### src/urmf_pkg.sv
`default_nettype none
package urmf_pkg;

   // Number of receive channels, numbered 1 to NCH on the ports.
   localparam int NCH = 3;

   // Buffer geometry and idle countdown width.
   localparam int BUF_DEPTH   = 256;
   localparam int COUNT_WIDTH = 16;
   localparam int IDX_W       = $clog2(BUF_DEPTH);
   localparam logic [IDX_W-1:0] IDX_LAST = IDX_W'(BUF_DEPTH - 1);

   // Field widths fixed by the interface.
   localparam int RELOAD_W = 16;
   localparam int CSR_W    = 48;

   // Operation codes.
   localparam logic [1:0] OP_BYTE  = 2'd0;
   localparam logic [1:0] OP_TICK  = 2'd1;
   localparam logic [1:0] OP_CLEAR = 2'd2;

   // Event codes.
   localparam logic [2:0] EV_NONE     = 3'd0;
   localparam logic [2:0] EV_STORED   = 3'd1;
   localparam logic [2:0] EV_FORWARD  = 3'd2;
   localparam logic [2:0] EV_TERM     = 3'd3;
   localparam logic [2:0] EV_TIMEOUT  = 3'd4;

   // Configuration register indexes.
   localparam logic [1:0] CSR_BRIDGE_TARGETS   = 2'd0;
   localparam logic [1:0] CSR_TERMINATOR_MODES = 2'd1;
   localparam logic [1:0] CSR_TERMINATOR_CHARS = 2'd2;
   localparam logic [1:0] CSR_IDLE_RELOADS     = 2'd3;

   typedef struct packed {
      logic [NCH-1:0][1:0]          bridge_targets;
      logic [NCH-1:0]               terminator_modes;
      logic [NCH-1:0][7:0]          terminator_chars;
      logic [NCH-1:0][RELOAD_W-1:0] idle_reloads;
   } cfg_type;

   typedef struct packed {
      logic [1:0] operation;
      logic [1:0] channel;
      logic [7:0] rx_byte;
   } req_type;

   typedef struct packed {
      logic [2:0]     event_res;
      logic [1:0]     event_channel;
      logic [7:0]     out_byte;
      logic [7:0]     store_index;
      logic [1:0]     forward_channel;
      logic           buffer_full;
      logic [NCH-1:0] ready_flags;
   } rsp_type;

endpackage : urmf_pkg
`default_nettype wire

### src/uart_rx_message_framer_unit.sv
// Three-channel UART receive message framer.
// Input beats arrive on the req_ stream: req_tuser carries the operation
// (byte, tick or clear) and the channel, req_tdata the received byte.
// Every accepted beat produces exactly one result beat on the rsp_ stream,
// carrying the event code, channel, byte, buffer index, forward target,
// buffer-full flag and the ready flags after the step.
// Configuration registers are written through csr_we/csr_index/csr_wdata,
// one register per cycle with no wait. The user must write them only while
// the stream is idle; the block itself does not enforce this.
// Each beat passes through the input register and then the result register.
// Throughput is one beat per cycle while the receiver takes results: a single
// input register feeds short combinational framing logic that updates the
// per-channel index, countdown and ready flag and loads the result register
// in the same cycle. When the receiver stalls, the result register holds its
// beat and the input register still takes one more beat, so req_tready drops
// only when both stages are full.
// A synchronous reset empties both stages and clears all configuration
// registers, write indexes, countdowns and ready flags.
`default_nettype none
module uart_rx_message_framer_unit (
   input  wire logic        clock,
   input  wire logic        reset,
   // Input stream.
   input  wire logic        req_tvalid,
   output      logic        req_tready,
   input  wire logic [7:0]  req_tdata,   // [7:0] rx_byte
   input  wire logic [3:0]  req_tuser,   // [1:0] operation, [3:2] channel
   // Result stream.
   output      logic        rsp_tvalid,
   input  wire logic        rsp_tready,
   output      logic [23:0] rsp_tdata,   // [7:0] out_byte, [15:8] store_index,
                                         // [16] buffer_full, [19:17] ready_flags,
                                         // [23:20] zero
   output      logic [6:0]  rsp_tuser,   // [2:0] event_res, [4:3] event_channel,
                                         // [6:5] forward_channel
   // Configuration write port.
   input  wire logic        csr_we,
   input  wire logic [1:0]  csr_index,
   input  wire logic [47:0] csr_wdata
);
   import urmf_pkg::*;

   cfg_type cfg;
   rsp_type res;

   req_type in_ff, in_in;
   logic    in_valid_ff, in_valid_in;
   rsp_type out_ff;
   logic    out_valid_ff, out_valid_in;
   logic    advance;

   // The input stage moves into the result register whenever the result
   // register is empty or is being drained in this cycle.
   assign advance    = in_valid_ff && (!out_valid_ff || rsp_tready);
   assign req_tready = !in_valid_ff || advance;

   always_comb begin
      in_in       = in_ff;
      in_valid_in = in_valid_ff;
      if (req_tvalid && req_tready) begin
         in_in.operation = req_tuser[1:0];
         in_in.channel   = req_tuser[3:2];
         in_in.rx_byte   = req_tdata;
         in_valid_in     = 1'b1;
      end else if (advance) begin
         in_valid_in = 1'b0;
      end
   end

   always_comb begin
      out_valid_in = out_valid_ff;
      if (advance) begin
         out_valid_in = 1'b1;
      end else if (rsp_tready) begin
         out_valid_in = 1'b0;
      end
   end

   always_ff @(posedge clock) begin
      if (reset) begin
         in_valid_ff  <= 1'b0;
         out_valid_ff <= 1'b0;
      end else begin
         in_valid_ff  <= in_valid_in;
         out_valid_ff <= out_valid_in;
      end
   end

   // Payload registers carry no reset.
   always_ff @(posedge clock) begin
      in_ff <= in_in;
      if (advance) begin
         out_ff <= res;
      end
   end

   urmf_csr_regs u_csr (
      .clock     (clock),
      .reset     (reset),
      .csr_we    (csr_we),
      .csr_index (csr_index),
      .csr_wdata (csr_wdata),
      .cfg       (cfg)
   );

   // Channel state is committed only when the beat moves on, so each beat
   // sees the state left by the one before it.
   urmf_channel_core u_core (
      .clock (clock),
      .reset (reset),
      .step  (advance),
      .req   (in_ff),
      .cfg   (cfg),
      .res   (res)
   );

   assign rsp_tvalid = out_valid_ff;
   assign rsp_tdata  = {4'd0, out_ff.ready_flags, out_ff.buffer_full,
                        out_ff.store_index, out_ff.out_byte};
   assign rsp_tuser  = {out_ff.forward_channel, out_ff.event_channel, out_ff.event_res};

   // A waiting input beat stays put until it can move on.
   assert property (@(posedge clock) disable iff (reset)
      in_valid_ff && !advance |=> in_valid_ff && $stable(in_ff))
      else $error("input stage lost a beat while the result register was stalled");

   // An event names a channel exactly when there is an event.
   assert property (@(posedge clock) disable iff (reset)
      out_valid_ff |-> ((out_ff.event_res == EV_NONE) == (out_ff.event_channel == 2'd0)))
      else $error("event channel does not match event code");

   // Only forwarded bytes carry a target; only plain stores report a full buffer.
   assert property (@(posedge clock) disable iff (reset)
      out_valid_ff |-> ((out_ff.forward_channel != 2'd0) == (out_ff.event_res == EV_FORWARD))
                       && (!out_ff.buffer_full || out_ff.event_res == EV_STORED))
      else $error("forward target or buffer-full flag on the wrong event");

   // A completion always leaves that channel's ready flag set.
   assert property (@(posedge clock) disable iff (reset)
      advance && (res.event_res == EV_TERM || res.event_res == EV_TIMEOUT)
         |-> res.ready_flags[res.event_channel - 2'd1])
      else $error("completed message without ready flag");

endmodule : uart_rx_message_framer_unit
`default_nettype wire

### src/urmf_csr_regs.sv
`default_nettype none
module urmf_csr_regs (
   input  wire logic                      clock,
   input  wire logic                      reset,
   input  wire logic                      csr_we,
   input  wire logic [1:0]                csr_index,
   input  wire logic [urmf_pkg::CSR_W-1:0] csr_wdata,
   output      urmf_pkg::cfg_type         cfg
);
   import urmf_pkg::*;

   cfg_type cfg_ff, cfg_in;

   always_comb begin
      cfg_in = cfg_ff;
      if (csr_we) begin
         unique case (csr_index)
            CSR_BRIDGE_TARGETS:   cfg_in.bridge_targets   = csr_wdata[2*NCH-1:0];
            CSR_TERMINATOR_MODES: cfg_in.terminator_modes = csr_wdata[NCH-1:0];
            CSR_TERMINATOR_CHARS: cfg_in.terminator_chars = csr_wdata[8*NCH-1:0];
            CSR_IDLE_RELOADS:     cfg_in.idle_reloads     = csr_wdata[RELOAD_W*NCH-1:0];
            default: ;
         endcase
      end
   end

   always_ff @(posedge clock) begin
      if (reset) begin
         cfg_ff <= '0;
      end else begin
         cfg_ff <= cfg_in;
      end
   end

   assign cfg = cfg_ff;

endmodule : urmf_csr_regs
`default_nettype wire

### src/urmf_channel_core.sv
`default_nettype none
module urmf_channel_core (
   input  wire logic              clock,
   input  wire logic              reset,
   input  wire logic              step,
   input  wire urmf_pkg::req_type req,
   input  wire urmf_pkg::cfg_type cfg,
   output      urmf_pkg::rsp_type res
);
   import urmf_pkg::*;

   logic [NCH-1:0][IDX_W-1:0]       wi_ff, wi_in;
   logic [NCH-1:0][COUNT_WIDTH-1:0] cd_ff, cd_in;
   logic [NCH-1:0]                  rdy_ff, rdy_in;

   logic [1:0]                      k;
   logic [1:0]                      tgt;
   logic [IDX_W-1:0]                idx;
   logic [IDX_W+7:0]                idx_ext;
   logic [COUNT_WIDTH+RELOAD_W-1:0] reload_ext;
   logic                            found;

   always_comb begin
      wi_in      = wi_ff;
      cd_in      = cd_ff;
      rdy_in     = rdy_ff;
      res        = '0;
      res.event_res = EV_NONE;
      k          = req.channel - 2'd1;
      tgt        = cfg.bridge_targets[k];
      idx        = wi_ff[k];
      idx_ext    = {8'd0, idx};
      reload_ext = {{COUNT_WIDTH{1'b0}}, cfg.idle_reloads[k]};
      found      = 1'b0;
      case (req.operation)
         OP_BYTE: begin
            if (req.channel != 2'd0) begin
               res.event_channel = req.channel;
               res.out_byte      = req.rx_byte;
               if (tgt != 2'd0) begin
                  res.event_res       = EV_FORWARD;
                  res.forward_channel = tgt;
               end else begin
                  res.store_index = idx_ext[7:0];
                  if (cfg.terminator_modes[k] && req.rx_byte == cfg.terminator_chars[k]) begin
                     res.event_res = EV_TERM;
                     wi_in[k]      = '0;
                     rdy_in[k]     = 1'b1;
                  end else begin
                     res.event_res = EV_STORED;
                     if (!cfg.terminator_modes[k]) begin
                        cd_in[k] = reload_ext[COUNT_WIDTH-1:0];
                     end
                     if (idx == IDX_LAST) begin
                        res.buffer_full = 1'b1;
                     end else begin
                        wi_in[k] = idx + 1'b1;
                     end
                  end
               end
            end
         end
         OP_TICK: begin
            // Only the lowest-numbered channel holding a partial message is served.
            for (int c = 0; c < NCH; c++) begin
               if (!found && wi_ff[c] != '0) begin
                  found = 1'b1;
                  if (cd_ff[c] == '0) begin
                     wi_in[c]          = '0;
                     rdy_in[c]         = 1'b1;
                     res.event_res     = EV_TIMEOUT;
                     res.event_channel = 2'(c + 1);
                  end else begin
                     cd_in[c] = cd_ff[c] - 1'b1;
                  end
               end
            end
         end
         OP_CLEAR: begin
            if (req.channel != 2'd0) begin
               rdy_in[k] = 1'b0;
            end
         end
         default: ;
      endcase
      res.ready_flags = rdy_in;
   end

   always_ff @(posedge clock) begin
      if (reset) begin
         wi_ff  <= '0;
         cd_ff  <= '0;
         rdy_ff <= '0;
      end else if (step) begin
         wi_ff  <= wi_in;
         cd_ff  <= cd_in;
         rdy_ff <= rdy_in;
      end
   end

endmodule : urmf_channel_core
`default_nettype wire

### config.mk
export PLATFORM = sky130hd
export DESIGN_NAME = uart_rx_message_framer_unit
export DESIGN_NICKNAME = d
export VERILOG_FILES = /design/src/urmf_pkg.sv /design/src/uart_rx_message_framer_unit.sv /design/src/urmf_csr_regs.sv /design/src/urmf_channel_core.sv
export SDC_FILE = /design/constraint.sdc
export NUM_CORES = 1
export LEC_CHECK = 0
export BUFFER_PORTS_ARGS = -buffer_cell sky130_fd_sc_hd__buf_2
export CAP_MARGIN = 0
export CORE_ASPECT_RATIO = 1.75
export CORE_MARGIN = 2
export CORE_UTILIZATION = 50
export DETAILED_ROUTE_END_ITERATION = 7
export PLACE_DENSITY = 0.69
export SYNTH_ARGS = -nofsm -noshare
export SYNTH_HDL_FRONTEND = slang
export SYNTH_SLANG_ARGS = --single-unit
### constraint.sdc
create_clock -name clock -period 5.78 [get_ports clock]
set_clock_uncertainty 0.05 [all_clocks]
set_input_delay 0.289 -clock clock [delete_from_list [all_inputs] [get_ports clock]]
set_output_delay 0.289 -clock clock [all_outputs]
set_load 0.05 [all_outputs]
==> results of run 1 <==
## timing repair
action / CTS / global route
gates resized for setup: 0 / 0
hold buffers: 13 / 0
hold endpoints to repair: 13 / 0
## cell usage in the layout (no fill, tap or decap), types with 9 or more instances in the layout
master         count
o21ai_0           48
a32o_1            12
xnor2_1           18
nor2_1           108
a22o_1            22
dfxtp_1          158
o22ai_1           14
inv_1             17
nand3_1           14
and2_1            16
clkbuf_16         18
a21oi_1          118
buf_2             94
a211oi_1          12
dlygate4sd3_1     13
nor4_1            13
mux2_2            12
nor3_1            32
ha_1               9
buf_4             14
a22oi_1           25
edfxtp_1          39
mux2i_1           27
nand2_1          205
## metrics by stage
stage          util [%]  cell area [µm²]  hold WS [ns]  std cells  power, mW
2_1_floorplan         -             9540         0.338       1110       1.73
3_3_place_gp       54.0            10100         0.392       1382       1.83
3_5_place_dp       54.0            10100         0.397       1382       1.83
4_1_cts            57.7            10800        0.0102       1427       2.97
5_1_grt            57.7            10800       0.00891       1427       3.06
6_report           57.7            10800        0.0211       1427       2.96
## final cells by class
class | count | area [µm²]
fill | 1808 | 7890
multi-input combinational | 821 | 4800
sequential | 197 | 4330
timing repair buffer | 121 | 706
clock buffer | 18 | 450
tap | 238 | 298
clock inverter | 14 | 116
inverter | 18 | 67.6
## flip-flops by register name, indices dropped and copies added (netlist names)
register / count
in_ff: 12
in_valid_ff: 1
rsp_tdata: 20
rsp_tuser: 7
rsp_tvalid: 1
u_core.cd_ff: 48
u_core.rdy_ff: 3
u_core.wi_ff: 24
u_csr.cfg: 81
## logic make-up (layout without fill, tap and decap cells)
group | count (synthesis) | after routing | share of synthesized area, %
AND/OR/NAND/NOR | 437 | 437 | 20.7
AO/OA/AOI/OAI | 303 | 303 | 21.1
flip-flops | 197 | 197 | 45.5
buffers and inverters | 92 | 171 | 4.31
multiplexers | 44 | 44 | 4.96
XOR/XNOR | 23 | 23 | 2.11
adder cells (fa/ha/maj) | 10 | 10 | 1.31
other | 1 | 4 | 0.0394
## worst reg2reg max path, delay by kind of cell, from the launching register on
family / cells / cell delay, ns
compound gates: 6 / 1.41
fa+ha+maj: 2 / 0.54
simple gates: 3 / 1.45
buf+inv: 2 / 0.21
flops: 1 / 0.40
## report_power, final
group	total, mW	internal, mW	switching (mW)	leakage, nW
logic	0.342	0.112	0.230	2.08
registers	1.46	1.44	0.0246	1.65
clock network	1.15	0.586	0.565	0.275
## how the worst min path moves through the flow
stage	start	end	slack [ns]	cells past startpoint
2_1_floorplan	req_tdata[0]	in_ff[0]	0.34	0
6_report	csr_wdata[35]	u_csr.cfg[35]	0.02	3
5_1_grt	csr_wdata[27]	u_csr.cfg[27]	0.009	3
3_3_place_gp	u_csr.cfg[53]	u_csr.cfg[53]	0.39	2
4_1_cts	csr_wdata[31]	u_csr.cfg[31]	0.01	3
3_5_place_dp	u_csr.cfg[46]	u_csr.cfg[46]	0.40	2
## metal layers
metal,GRT usage (%),routed length [µm],vias to the layer above
met5,0,0,-
met4,11.2,953,0
met3,4.23,1300,61
met2,46.3,14000,289
met1,31.6,10200,4076
li1,-,-,4081
==> metrics.csv, run 1 <==
metric,value,unit
outcome,completed,
die-area,20200,µm²
crit_type,register to register,
cp_slowest_stage_delay,0.80,ns
ys_seq_area_share,45.5,%
grt_pass1_wl,41600,µm
hold_class,input port to register,
period_needed,4.12,ns
async_flop_share,0,%
yosys-top-cells-area,"dfxtp_1, edfxtp_1, nand2_1",
crit_cells,13,
cts_made_buffers,17,
fin_nets,1253,
synthFlopType,dfxtp_1,
yosys_warnings,0,
power_density,275,nW/µm²
fp.dieH,187,µm
ys_types,70,
synthCells,1107,
coreArea,18700,µm²
cts_max_level,4,
hold_viol_final,0,
std_cell_rows,66,
report.final.slew_viol_count,0,
num_vias,8507,
crit_chain,inv_1 -> ha_2 -> nor2b_4 -> a21oi_1 -> inv_1 -> ha_1 -> and2_1 -> a32o_1 -> or4b_4 -> o22a_1 -> a21o_1 -> a21oi_2 -> a22o_1,
viasPerCell,5.96,
post-synth-top-area-fraction,33.2,%
arrival,4.46,ns
path_max_fanout,39,
crit_start,in_ff[9],
cpMostUsedCell,inv_1,
syn_avg_cell_area,8.61,µm²
synth_edf_count,39,
fin_crit_sh,71.3,%
antenna_found_initial,0,
rsz0062_at_grt,false,
drt_iter0_markers,609,
cp_top_family,simple AND/OR/NAND/NOR gates,
setup_viol,0,
r2r_cells,13,
cts_sinks,197,
synthTopCellsByCount,"nand2_1, dfxtp_1, a21oi_1, nor2_1, o21ai_0",
startpoint_type,register,
worst_skew_pair.late_latency,0.45,ns
root_buffer,clkbuf_16,
clk_pin_slew,0.07,ns
drc,0,
portBuffers,95,
relSlewSlack,16.2,%
r2r-end,u_core.wi_ff[10],
diodes,0,
cts_tree,yes,
tightest_slew,1.25,ns
crit_required,6.12,ns
ff2ff_setup_slack,1.66,ns
wire_per_inst,18.6,µm
ir_drop,203,µV
critPathCapture,u_core.wi_ff[10],
cts_buffer_depth,2,
first_pass_iters,5,
maxCapViolCount,0,
fin_setup_tns,0,ns
cts_post_setup_buffers_inserted,0,
place_hpwl,18500,µm
gr-total-overflow,0,
grt_max_degree,80,
area_growth,13.1,%
ys_seq_elements,197,
drive_above_1_share,15.0,%
slowest_stage,nor2b_4,
rr_startpoint,in_ff[9],
worst-path-buf-inv,2,
ios,100,
grt_usage,26.5,%
end_kind,register,
place.gp.congestion,0.905,
start_util,51.1,%
grt_pass1_vias,8002,
max_freq,0.243,GHz
dp_slack,1.73,ns
setup_slack,1.66,ns
floorplan.die.width,108,µm
antenna_left,0,
yosysTopAreaCell,dfxtp_1,
synth_area,9530,µm²
p_leak,4.00,nW
postRouteWirelength,26500,µm
synth_most_common_cell,nand2_1,
No activity file was read; power rests on OpenSTA's default activity.
==> run 2, diff against run 1 <==
--- a/config.mk
+++ b/config.mk
@@ -5,6 +5,7 @@
 export SDC_FILE = /design/constraint.sdc
 export NUM_CORES = 1
 export LEC_CHECK = 0
+export ABC_AREA = 1
 export BUFFER_PORTS_ARGS = -buffer_cell sky130_fd_sc_hd__buf_2
 export CAP_MARGIN = 0
 export CORE_ASPECT_RATIO = 1.75
==> constraint.sdc (replaced) <==
create_clock -name clock -period 4.1 [get_ports clock]
set_clock_uncertainty 0.05 [all_clocks]
set_input_delay 0.205 -clock clock [delete_from_list [all_inputs] [get_ports clock]]
set_output_delay 0.205 -clock clock [all_outputs]
set_load 0.05 [all_outputs]
==> metrics.csv, run 2 <==
metric,value,unit,change
drive_above_1_share,11.5,%,-3.5 points
relSlewSlack,30.7,%,+14 points
power.switching,1.47,mW,+79%
yosys.area_share.simple,30.0,%,+9.3 points
synth_edf_count,39,,unchanged
period_needed,3.31,ns,-0.807 ns
num_vias,10687,,+26%
synth_most_common_cell,nand2_1,,
coreArea,21400,µm²,+15%
path_max_fanout,36,,-7.7%
fin_crit_sh,80.8,%,+9.5 points
synthMuxAreaShare,0,%,-5.0 points
first_pass_iters,6,,+1
cts_hold_buf,44,,+31
p_clk_share,37.6,%,-1.3 points
cts_post_setup_buffers_inserted,0,,unchanged
area_growth,15.1,%,
antenna_left,0,,unchanged
startpoint_type,register,,
die-area,22900,µm²,+13%
fp.dieH,199,µm,+6.4%
swShare,30.7,%,+3.0 points
holdWs,-0.00109,ns,-0.0222 ns
r2r_cells,18,,+5
clk_pin_slew,0.07,ns,about the same
post-place-cells,1901,,+38%
cts_sinks,197,,unchanged
max_freq,0.302,GHz,+24%
rsz0062_at_grt,false,,
whs_endpoint,u_csr.cfg[39],,
failed_checks,negative hold slack,,
grt_pass1_vias,10336,,+29%
ys_seq_elements,197,,unchanged
crit_required,4.37,ns,-1.75 ns
cts_made_buffers,17,,unchanged
postRouteWirelength,33100,µm,+25%
viasPerCell,5.41,,-9.3%
floorplan.die.width,115,µm,+6.3%
hold_viol_final,1,,+1
postCtsResizedCells,0,,unchanged
fin_nets,1749,,+40%
cts_buffer_depth,2,,unchanged
yosys-top-cells-area,"dfxtp_1, nand2_1, edfxtp_1",,
fin_setup_tns,0,ns,unchanged
stdcell_count,1977,,+39%
yosys_warnings,0,,unchanged
syn_avg_cell_area,6.85,µm²,-20%
ir_drop,310,µV,+53%
synthTopCellsByCount,"nand2_1, nor2_1, inv_1, dfxtp_1, o21ai_0",,
grt_pass1_wl,53300,µm,+28%
setup_slack,0.787,ns,-0.873 ns
cts_max_level,4,,unchanged
place_hpwl,23700,µm,+29%
end_kind,register,,
wl_met3,1370,µm,+5.3%
grt_usage,30.0,%,+3.5 points
report.final.slew_viol_count,0,,unchanged
largest_reg_flops,81,,unchanged
std_cell_rows,71,,+7.6%
internal-power,3.31,mW,+55%
async_flop_share,0,%,unchanged
dp_slack,0.796,ns,-0.933 ns
gr-total-overflow,0,,unchanged
final_cell_area,12400,µm²,+15%
wire_per_inst,16.8,µm,-9.7%
antenna_found_initial,0,,unchanged
outcome,"complete, but fails checks",,
worst_skew_pair.late_latency,0.46,ns,about the same
crit_type,register to register,,
p_comb_share,18.6,%,+7.0 points
drt_iter0_markers,680,,+12%
seqPwrFrac,43.8,%,-5.7 points
synthFlopType,dfxtp_1,,
rr_startpoint,in_ff[9],,
place.gp.congestion,1.02,,+13%
synthCells,1579,,+43%
drc,0,,unchanged
synth_fa_ha_area_share,1.16,%,-0.16 points
synth_area,10800,µm²,+13%
layout_common_cells,"nand2_1, nor2_1, inv_1, dfxtp_1, o21ai_0",,
met1_length,12800,µm,+26%
met2_wirelength,16900,µm,+20%
ios,100,,unchanged
tightest_slew,1.04,ns,-0.215 ns
final_core_util,58.1,%,+0.38 points
setup_viol,0,,unchanged
synth-xor-area-share,1.38,%,-0.74 points
grt_max_degree,66,,-18%
yosysTopAreaCell,dfxtp_1,,
power_density,384,nW/µm²,+40%
highest_layer,met4,,
r2r-end,u_core.wi_ff[18],,
ff2ff_setup_slack,0.79,ns,-0.87 ns
placed_area,11400,µm²,+13%
synth-compound-area-share,17.3,%,-3.7 points
diodes,0,,unchanged
post-synth-top-area-fraction,29.3,%,-3.9 points
hold_depth,3,,unchanged
hold_class,input port to register,,
cts_tree,yes,,
portBuffers,95,,unchanged
ys_types,48,,-31%
p_leak,5.48,nW,+37%
arrival,3.59,ns,-0.87 ns
start_util,50.5,%,-0.56 points
root_buffer,clkbuf_16,,
hold_start,csr_wdata[39],,
synth_top_family_by_area,simple AND/OR/NAND/NOR gates,,
final_common_cell,nand2_1,,
ys_seq_area_share,40.1,%,-5.4 points
maxCapViolCount,0,,unchanged
-- run 2: how the worst max path moves through the flow --
stage | slack [ns] | end | cells past startpoint | start
3_3_place_gp | 0.87 | u_core.wi_ff[19] | 18 | in_ff[9]
2_1_floorplan | 0.66 | u_core.wi_ff[12] | 24 | in_ff[8]
4_1_cts | 0.77 | u_core.wi_ff[18] | 18 | in_ff[9]
6_report | 0.79 | u_core.wi_ff[18] | 18 | in_ff[9]
5_1_grt | 0.33 | u_core.wi_ff[18] | 18 | in_ff[9]
3_5_place_dp | 0.80 | u_core.wi_ff[18] | 18 | in_ff[9]
-- run 2: metrics by stage --
step	hold slack, ns	power [mW]
5_1_grt	0.00933	4.96
6_report	-0.00109	4.78
2_1_floorplan	0.254	2.74
3_5_place_dp	0.333	2.98
4_1_cts	0.0000319	4.78
3_3_place_gp	0.331	2.97
-- run 2: critical path, stage by stage (launching register included) --
cell and delay [ns]:
edfxtp_1 0.37, inv_1 0.08, ha_1 0.54, inv_4 0.25, nand2_1 0.14, nand3_1 0.19, inv_1 0.19, ha_1 0.16
inv_1 0.05, nor2_2 0.13, inv_1 0.06, nor2_1 0.14, nand3_1 0.10, nor2_2 0.19, nand2_4 0.12, nand3_2 0.21
nand2_1 0.08, nand2_1 0.08, nor2_1 0.04
-- run 2: area by class of cell --
| type | count | area, µm² |
|---|---|---|
| clock inverter | 14 | 179 |
| tap | 292 | 365 |
| inverter | 172 | 652 |
| clock buffer | 18 | 450 |
| multi-input combinational | 1130 | 5420 |
| sequential | 197 | 4330 |
| fill | 2091 | 8970 |
| timing repair buffer | 154 | 1040 |
-- run 2: cell families after synthesis --
kind of cell,Yosys count
AO/OA/AOI/OAI,353
flip-flops,197
XOR/XNOR,17
AND/OR/NAND/NOR,746
other,1
adder cells (fa/ha/maj),10
buffers and inverters,255
-- run 2: power groups by stage --
stage / clock [mW] / sequential, mW / combinational [mW]
finish: 1.80 / 2.09 / 0.888
global route: 1.88 / 2.10 / 0.980
floorplan: 0 / 2.18 / 0.556
global placement: 0 / 2.13 / 0.836
detailed placement: 0 / 2.14 / 0.843
CTS: 1.81 / 2.09 / 0.881
-- run 2: per-layer routing --
metal,track usage [%],vias to the layer above
met5,0,-
met1,33.3,4884
li1,-,5371
met4,17.9,0
met2,53.7,331
met3,3.90,101
==> run 3, diff against run 2 <==
--- a/config.mk
+++ b/config.mk
@@ -5,14 +5,14 @@
 export SDC_FILE = /design/constraint.sdc
 export NUM_CORES = 1
 export LEC_CHECK = 0
-export ABC_AREA = 1
+export ABC_AREA = 0
 export BUFFER_PORTS_ARGS = -buffer_cell sky130_fd_sc_hd__buf_2
 export CAP_MARGIN = 0
 export CORE_ASPECT_RATIO = 1.75
 export CORE_MARGIN = 2
 export CORE_UTILIZATION = 50
 export DETAILED_ROUTE_END_ITERATION = 7
-export PLACE_DENSITY = 0.69
+export PLACE_DENSITY = 0.72
 export SYNTH_ARGS = -nofsm -noshare
 export SYNTH_HDL_FRONTEND = slang
 export SYNTH_SLANG_ARGS = --single-unit
==> constraint.sdc (replaced) <==
create_clock -name clock -period 2.93 [get_ports clock]
set_clock_uncertainty 0.05 [all_clocks]
set_input_delay 0.1465 -clock clock [delete_from_list [all_inputs] [get_ports clock]]
set_output_delay 0.1465 -clock clock [all_outputs]
set_load 0.05 [all_outputs]
==> metrics.csv, run 3 (same netlist as run 1, synthesis figures left out) <==
metric,value,unit,change
grt_pass1_vias,8953,,-13%
end_kind,register,,
portBuffers,95,,unchanged
arrival,3.44,ns,-0.15 ns
p_leak,4.78,nW,-13%
swShare,26.3,%,-4.4 points
cts_tree,yes,,
antenna_left,0,,unchanged
hold_class,input port to register,,
ir_drop,467,µV,+51%
coreArea,18700,µm²,-13%
power_density,504,nW/µm²,+31%
power.switching,1.65,mW,+12%
floorplan.die.width,108,µm,-5.9%
dp_slack,-0.150,ns,-0.947 ns
period_needed,3.11,ns,-0.206 ns
startpoint_type,register,,
worst_skew_pair.late_latency,0.45,ns,about the same
drt_iter0_markers,632,,-7.1%
drc,0,,unchanged
final_core_util,66.6,%,+8.5 points
fin_nets,1384,,-21%
clk_pin_slew,0.07,ns,about the same
place.gp.congestion,0.997,,-2.3%
rsz0062_at_grt,true,,
p_clk_share,40.4,%,+2.8 points
setup_viol,48,,+48
area_growth,30.5,%,
cts_max_level,4,,unchanged
crit_type,register to register,,
wire_per_inst,18.6,µm,+11%
stdcell_count,1558,,-21%
outcome,"complete, but fails checks",,
place_hpwl,19300,µm,-19%
std_cell_rows,66,,-7.0%
first_pass_iters,5,,-1
grt_max_degree,124,,+88%
antenna_found_initial,0,,unchanged
placed_area,10800,µm²,-5.3%
root_buffer,clkbuf_16,,
gr-total-overflow,0,,unchanged
crit_required,3.27,ns,-1.10 ns
max_freq,0.322,GHz,+6.6%
p_comb_share,13.6,%,-5.0 points
cts_sinks,197,,unchanged
ios,100,,unchanged
grt_usage,28.5,%,-1.5 points
report.final.slew_viol_count,0,,unchanged
die-area,20200,µm²,-12%
grt_pass1_wl,45000,µm,-16%
postRouteWirelength,29000,µm,-13%
post-place-cells,1443,,-24%
maxCapViolCount,0,,unchanged
relSlewSlack,48.1,%,+17 points
fin_crit_sh,106,%,+25 points
diodes,0,,unchanged
cts_buffer_depth,2,,unchanged
failed_checks,negative setup slack,,
final_common_cell,nand2_1,,
start_util,51.1,%,+0.56 points
tightest_slew,0.770,ns,-0.268 ns
drive_above_1_share,23.4,%,+12 points
viasPerCell,5.92,,+9.5%
final_cell_area,12400,µm²,about the same
fp.dieH,187,µm,-6.0%
holdWs,0.185,ns,+0.187 ns
largest_reg_flops,81,,unchanged
hold_viol_final,0,,-1
setup_slack,-0.176,ns,-0.964 ns
cts_made_buffers,17,,unchanged
num_vias,9222,,-14%
layout_common_cells,"nand2_1, dfxtp_1, a21oi_1, nor2_1, buf_2",,
internal-power,4.62,mW,+40%
seqPwrFrac,46.0,%,+2.2 points
path_max_fanout,8,,-78%
[run 3: cell types whose count changed in the layout (fill, tap and decap cells not counted), moves of 19 or more]
cell / delta
mux2i_1: +26
nor2_1: -116
a21oi_1: -32
o21ai_0: -119
nand2_1: -113
buf_4: +64
dlygate4sd3_1: +20
nand4_1: -25
a22oi_1: +19
a22o_1: +20
nand3_1: -99
inv_1: -144
[run 3: through the flow]
step / setup TNS, ns / power, mW
final: -4.22 / 6.27
after global routing: -11.05 / 6.47
after CTS: -3.73 / 6.25
after detailed placement: -5.97 / 3.67
after global placement: -3.16 / 3.66
after floorplan: -21.22 / 3.45
[run 3: cell type report]
cell class / count / area [µm²]
multi-input combinational: 821 / 5140
clock buffer: 19 / 433
clock inverter: 13 / 193
tap: 238 / 298
inverter: 18 / 72.6
fill: 1563 / 6230
timing repair buffer: 252 / 1960
sequential: 197 / 4330
[run 3: worst paths after layout]
path,startpoint,endpoint,slack [ns],cells past startpoint
worst max-delay path,in_ff[8],u_core.wi_ff[1],-0.18,14
worst min-delay path,csr_we,u_csr.cfg[72],0.19,4
worst max register to register,in_ff[8],u_core.wi_ff[1],-0.18,14
worst min register to register,u_csr.cfg[10],u_csr.cfg[10],0.41,2
[run 3: metal layers]
layer  share of wire (%)  up-vias  global-route usage [%]
met1                  36     4359                    31.4
met3                 5.0      139                    4.30
met2                  53      371                    50.7
li1                    -     4353                       -
met5                   0        -                       0
met4                 6.3        0                    16.4
[run 3: what timing repair did]
action / CTS / global route
endpoints found under the setup margin: 74 / 75
hold endpoints to repair: 100 / 0
cloned: 1 / 2
pin swaps: 17 / 18
gates resized for setup: 21 / 26
hold buffers: 64 / 0
setup buffers: 13 / 4
[run 3: power by group through the flow]
stage	logic (mW)	registers, mW	clock network, mW
finish	0.852	2.89	2.53
global route	0.913	2.89	2.66
CTS	0.821	2.88	2.55
detailed placement	0.728	2.95	0
global placement	0.721	2.94	0
floorplan	0.448	3.00	0
[run 3: critical path, cell delays in order, from the launching register on]
cell and delay, ns:
edfxtp_1 0.41, clkinv_4 0.07, ha_4 0.28, buf_6 0.13, mux2i_1 0.11, nor2_1 0.13
a21oi_2 0.05, inv_1 0.06, ha_2 0.18, and2_4 0.13, a32o_1 0.12, or4b_4 0.50
a211oi_2 0.26, a2111o_1 0.31, a32o_1 0.23
